## config.mk

```make
export PLATFORM = sky130hd
export DESIGN_NAME = phit_judge
export DESIGN_NICKNAME = d
export VERILOG_FILES = /design/src/rtl/core/phit_pkg.sv /design/src/rtl/core/phit_judge.sv
export SDC_FILE = /design/constraint.sdc
export NUM_CORES = 1
export LEC_CHECK = 0
export BUFFER_PORTS_ARGS = -buffer_cell sky130_fd_sc_hd__clkbuf_2
export CORE_AREA = 2 2 135 137
export DETAILED_ROUTE_END_ITERATION = 8
export DIE_AREA = 0 0 137 139
export SLEW_MARGIN = 20
export SYNTH_ARGS = -nofsm -noshare
export SYNTH_HDL_FRONTEND = slang
export SYNTH_SLANG_ARGS = --single-unit
```

## constraint.sdc

```tcl
create_clock -name i_clk -period 7.59 [get_ports i_clk]
set_input_delay 1.1385 -clock i_clk [delete_from_list [all_inputs] [get_ports i_clk]]
set_output_delay 1.1385 -clock i_clk [all_outputs]
set_load 0.02 [all_outputs]
```

## src/rtl/core/phit_pkg.sv

```systemverilog
`timescale 1ns / 1ps
// phit_pkg: types, constants and edge arithmetic for the polygon hit test core
// no dependencies; imported by the interfaces and every core module

package phit_pkg;

    localparam int XY_W   = 16;
    localparam int DIFF_W = XY_W + 1;
    localparam int PROD_W = 2 * DIFF_W;
    localparam int SQ_W   = PROD_W - 1;
    localparam int DIST_W = PROD_W;
    localparam int TOL_W  = 15;
    localparam int TOL2_W = 2 * TOL_W;
    localparam int IDX_W  = 10;
    localparam int CFG_W  = 16;
    localparam int CFG_IDX_W = 2;

    localparam logic [IDX_W-1:0] IDX_MAX = '1;

    typedef enum logic [CFG_IDX_W-1:0] {
        REG_QUERY_X   = 2'd0,
        REG_QUERY_Y   = 2'd1,
        REG_TOLERANCE = 2'd2
    } t_cfg_reg;

    typedef struct packed {
        logic signed [XY_W-1:0] y;
        logic signed [XY_W-1:0] x;
    } t_point;

    typedef struct packed {
        logic signed [XY_W-1:0] vertex_x;
        logic signed [XY_W-1:0] vertex_y;
        logic                   vertex_present;
        logic                   last_of_polygon;
        logic                   last_of_scene;
    } t_item;

    // terms of one edge test; straddle already folds in whether the edge counts
    typedef struct packed {
        logic                     straddle;
        logic                     d_pos;
        logic signed [PROD_W-1:0] lhs;
        logic signed [PROD_W-1:0] rhs;
    } t_edge;

    typedef struct packed {
        logic              near_chk;
        logic              closing;
        logic              end_scene;
        logic              ray_on;
        logic [IDX_W-1:0]  poly;
        logic [SQ_W-1:0]   sq_x;
        logic [SQ_W-1:0]   sq_y;
        logic [TOL2_W-1:0] tol2;
        t_edge             e_step;
        t_edge             e_close;
    } t_stage;

    typedef struct packed {
        logic             found;
        logic [IDX_W-1:0] polygon_index;
        logic             by_proximity;
    } t_hit;

    function automatic logic signed [DIFF_W-1:0] sdiff(
        input logic signed [XY_W-1:0] a,
        input logic signed [XY_W-1:0] b
    );
        return DIFF_W'(a) - DIFF_W'(b);
    endfunction

    function automatic logic signed [PROD_W-1:0] smul(
        input logic signed [DIFF_W-1:0] a,
        input logic signed [DIFF_W-1:0] b
    );
        return PROD_W'(a) * PROD_W'(b);
    endfunction

    // division-free form of the ray crossing: compare cross products instead
    function automatic t_edge edge_terms(
        input t_point                 a,
        input t_point                 b,
        input logic signed [XY_W-1:0] qx,
        input logic signed [XY_W-1:0] qy
    );
        t_edge                    e;
        logic signed [DIFF_W-1:0] d;
        logic signed [DIFF_W-1:0] qa;
        logic signed [DIFF_W-1:0] ba;
        logic signed [DIFF_W-1:0] qya;
        d   = sdiff(b.y, a.y);
        qa  = sdiff(qx, a.x);
        ba  = sdiff(b.x, a.x);
        qya = sdiff(qy, a.y);
        e.straddle = ($signed(a.y) > $signed(qy)) != ($signed(b.y) > $signed(qy));
        e.d_pos    = !d[DIFF_W-1] && (d != '0);
        e.lhs      = smul(qa, d);
        e.rhs      = smul(ba, qya);
        return e;
    endfunction

endpackage

```

## src/rtl/core/phit_judge.sv

```systemverilog
`timescale 1ns / 1ps
// phit_judge: distance and crossing compares, parity and first-hit tracking
// depends on phit_pkg; takes t_stage from phit_front, gives a t_hit result

module phit_judge import phit_pkg::*; (
    input  logic   i_clk,
    input  logic   i_rst_n,
    input  logic   i_en,
    input  t_stage i_stage,
    output logic   o_res_valid,
    output t_hit   o_res
);

    logic             r_parity, n_parity;
    logic             r_near_v, n_near_v;
    logic [IDX_W-1:0] r_near_idx, n_near_idx;
    logic             r_ins_v, n_ins_v;
    logic [IDX_W-1:0] r_ins_idx, n_ins_idx;

    logic [DIST_W-1:0] dist_sq;
    logic              near;
    logic              par_step;
    logic              par_close;

    function automatic logic crosses(input t_edge e);
        logic signed [PROD_W-1:0] l;
        logic signed [PROD_W-1:0] r;
        l = e.lhs;
        r = e.rhs;
        return e.straddle && (e.d_pos ? (l < r) : (l > r));
    endfunction

    always_comb begin
        dist_sq = DIST_W'(i_stage.sq_x) + DIST_W'(i_stage.sq_y);
        near    = i_stage.near_chk && (dist_sq <= DIST_W'(i_stage.tol2));

        n_parity   = r_parity;
        n_near_v   = r_near_v;
        n_near_idx = r_near_idx;
        n_ins_v    = r_ins_v;
        n_ins_idx  = r_ins_idx;

        if (near && !r_near_v) begin
            n_near_v   = 1'b1;
            n_near_idx = i_stage.poly;
        end

        par_step  = r_parity ^ crosses(i_stage.e_step);
        par_close = par_step ^ crosses(i_stage.e_close);
        n_parity  = par_step;

        if (i_stage.closing) begin
            if (i_stage.ray_on && par_close && !r_ins_v) begin
                n_ins_v   = 1'b1;
                n_ins_idx = i_stage.poly;
            end
            n_parity = 1'b0;
        end

        o_res_valid = i_stage.end_scene;
        if (n_near_v) begin
            o_res.found         = 1'b1;
            o_res.polygon_index = n_near_idx;
            o_res.by_proximity  = 1'b1;
        end else if (n_ins_v) begin
            o_res.found         = 1'b1;
            o_res.polygon_index = n_ins_idx;
            o_res.by_proximity  = 1'b0;
        end else begin
            o_res = '0;
        end

        // scene done: start the next one clean
        if (i_stage.end_scene) begin
            n_parity   = 1'b0;
            n_near_v   = 1'b0;
            n_near_idx = '0;
            n_ins_v    = 1'b0;
            n_ins_idx  = '0;
        end
    end

    always_ff @(posedge i_clk) begin
        if (!i_rst_n) begin
            r_parity   <= 1'b0;
            r_near_v   <= 1'b0;
            r_near_idx <= '0;
            r_ins_v    <= 1'b0;
            r_ins_idx  <= '0;
        end else if (i_en) begin
            r_parity   <= n_parity;
            r_near_v   <= n_near_v;
            r_near_idx <= n_near_idx;
            r_ins_v    <= n_ins_v;
            r_ins_idx  <= n_ins_idx;
        end
    end

endmodule

```

==> results.json <==
{
  "status": "finished clean",
  "htreeDepth": 1,
  "drc_errors": 0,
  "first_global_vias": 6226,
  "core_um2": 17700,
  "critPathKind": "in -> out",
  "netlist_area_um2": 6070,
  "rows": 49,
  "critPathLaunch": "i_stage[171]",
  "cp_max_fo": 11,
  "wl_per_cell_um": 13.3,
  "min_period_over_period_pct": 94.9,
  "slew-limit-headroom_pct": 42.0,
  "num_vias": 6528,
  "layout-drive-gt1-share_pct": 28.3,
  "cts_buffer_depth": 2,
  "postCtsSetupBuffers": 0,
  "postSynth.asyncResetShare_pct": 0,
  "fin_crit_ns": 7.21,
  "place_congestion": 0.883,
  "tightestPinTransition_ns": 0.864,
  "antenna_found_initial": 0,
  "total_power_uw": 717,
  "leakage_nw": 4.30,
  "avgSynthCellArea_um2": 7.25,
  "crit_path_start_kind": "primary input",
  "yosys_warnings": 0,
  "synth_fp_nets": 1222,
  "fmax_mhz": 139,
  "port_buffers": 265,
  "grt_pass1_wl_mm": 28.3,
  "cts_made_buffers": 3,
  "grt.total_usage_pct": 17.7,
  "routed_wl_mm": 17.6,
  "timing.rr.start": "r_near_v",
  "area_growth_pct": 26.6,
  "ys_seq_area_share_pct": 7.59,
  "insertion_delay_ns": 0.25,
  "ys_types": 70,
  "setup_viol": 0,
  "hold_class": "reg -> reg",
  "io_pins": 266,
  "grt_max_degree": 28,
  "rrSetupSlack_ns": 5.67,
  "cts_tree": "done",
  "grt.overflow.total": 0,
  "cts_root_buf": "clkbuf_16",
  "die_w_um": 137,
  "start_util_pct": 34.4,
  "ant_nets": 0,
  "maxSlewViolCount": 0,
  "avgViaCountPerCell": 4.95,
  "hold_slack_ns": 0.488,
  "drt_pass1_iterations": 4,
  "netlist_instances": 837,
  "die_height_um": 139,
  "cap_violations": 0,
  "dp_hpwl_mm": 15.6,
  "crit_required_ns": 6.45,
  "clock_sinks": 23,
  "p_per_area_nw_per_um2": 93.3,
  "crit_path_end": "o_res[2]",
  "r2r-end": "r_near_idx[7]",
  "finalHoldViolCount": 0,
  "synth_edf_count": 0,
  "die-area_um2": 19000,
  "drt_iter0_drc": 259,
  "ys_seq_elements": 23,
  "finalSetupTns_ns": 0,
  "nets": 1475,
  "ir_drop_mv": 0.0902,
  "r2r_cells": 4,
  "clk_pin_slew_ns": 0.06,
  "ys.flop_type": "dfxtp_1",
  "cp_data_arrival_time_ns": 6.07,
  "worstSetupEndpointType": "output port",
  "diodes": 0,
  "skew_ns": 0.00281,
  "hold_buffers": 0,
  "cts_resized": 0
}
[metal layers]
layer | global-route usage (%) | part of all wire (%)
met1 | 23.5 | 46
met4 | 2.50 | 1.3
met5 | 0 | 0
met3 | 2.19 | 5.8
met2 | 31.0 | 47
[cell usage in the layout, fill, tap and decap left out, drive strengths merged, types with 8 or more instances in the layout]
master | netlist | layout
a211oi | 11 | 11
and2b | 18 | 18
o21ai | 38 | 38
o21bai | 9 | 9
dfxtp | 23 | 23
a21oi | 91 | 91
clkbuf | 17 | 267
ha | 131 | 131
nand2b | 18 | 18
a2111oi | 13 | 13
a21o | 14 | 14
nand2 | 64 | 64
nor2 | 54 | 54
inv | 133 | 133
nor3b | 13 | 13
xnor2 | 22 | 22
nand3 | 16 | 16
a22oi | 10 | 10
nand4 | 21 | 21
mux2i | 12 | 12
xor2 | 8 | 8
nor3 | 13 | 13
[state kept, by name (all words and copies together), names as in the netlist]
signal / cells
r_ins_idx: 10
r_near_idx: 10
r_parity: 1
r_near_v: 1
r_ins_v: 1
[how the worst min path moves through the flow]
stage | start | endpoint | slack [ns] | cells after the start
after floorplan | r_ins_idx[0] | r_ins_idx[0] | 0.45 | 2
after global placement | r_ins_idx[0] | r_ins_idx[0] | 0.48 | 2
after detailed placement | r_ins_idx[1] | r_ins_idx[1] | 0.48 | 2
after CTS | r_ins_idx[1] | r_ins_idx[1] | 0.49 | 2
after global routing | r_ins_idx[4] | r_ins_idx[4] | 0.52 | 2
final | r_ins_idx[1] | r_ins_idx[1] | 0.49 | 2
[cell families (layout without fill, tap and decap cells)]
logic type	Yosys count	in the layout	share of synthesized area, %
XOR/XNOR	30	30	4.45
AND/OR/NAND/NOR	257	257	22.6
buffers and inverters	155	407	10.3
multiplexers	13	13	2.37
AO/OA/AOI/OAI	227	227	25.3
adder cells (fa/ha/maj)	132	132	27.3
flip-flops	23	23	7.59
[synthesized netlist by cell type (4+ instances only)]
master     instances  share of area [%]
a31oi_1            5               0.52
a21o_1            14                1.7
a2111oi_2         12                3.0
a211oi_1          10                1.2
a221oi_1           5               0.72
xor2_1             7                1.0
nor2_1            54                3.3
and4_1             7                1.0
nand2b_1          17                1.8
o21ai_0           33                2.7
clkbuf_1          16               0.99
nand3b_1           4               0.49
mux2i_1           11                1.8
nor3b_1           13                1.6
nor2b_1            7               0.72
dfxtp_1           23                7.6
nand2_1           64                4.0
a22oi_1           10                1.2
a21oi_1           88                7.3
nor3_1            12               0.99
inv_1            133                8.2
o21ai_1            5               0.41
o21bai_1           9                1.1
ha_1             131                 27
and2b_1           16                2.0
nor4_1             4               0.41
nand4_1           21                2.2
nand3_1           16                1.3
o211ai_1           7               0.87
xnor2_1           22                3.2
[critical path, stage by stage]
cell       delay (ns)
clkbuf_2         0.09
ha_1             0.31
a211oi_1         0.26
o21ai_0          0.18
buf_4            0.18
o21ai_0          0.13
and2_1           0.17
o21bai_1         0.07
a21o_1           0.20
a221o_1          0.32
a21oi_1          0.17
xnor2_1          0.09
ha_1             0.30
and4_1           0.22
and4_1           0.21
and4_1           0.22
nor2b_1          0.06
a211oi_2         0.25
o31ai_1          0.15
or3_4            0.38
nand2b_2         0.11
buf_4            0.20
nor3b_1          0.08
a2111oi_2        0.35
clkbuf_2         0.23
[power by group]
group / internal, mW / switching [mW] / total, mW
sequential: 0.122 / 0.00168 / 0.124
clock: 0.0716 / 0.0426 / 0.114
combinational: 0.218 / 0.260 / 0.478
[area by class of cell]
cell class                 count  area [um^2]
clock buffer                   4         78.8
fill                        1890         9970
inverter                     133          499
multi-input combinational    659         4990
sequential                    23          460
tap                          229          287
timing repair buffer         270         1360
[through the flow]
step                      cell area, um^2  worst slack (ns)  utilization [%]  instances
after floorplan                      6070             0.958                -        837
after global placement               7590             0.308             43.0       1314
after detailed placement             7590             0.281             43.0       1314
after CTS                            7670             0.242             43.4       1318
after global routing                 7680           -0.0168             43.5       1318
final                                7680             0.385             43.5       1318
No activity file was read; power rests on OpenSTA's default activity.
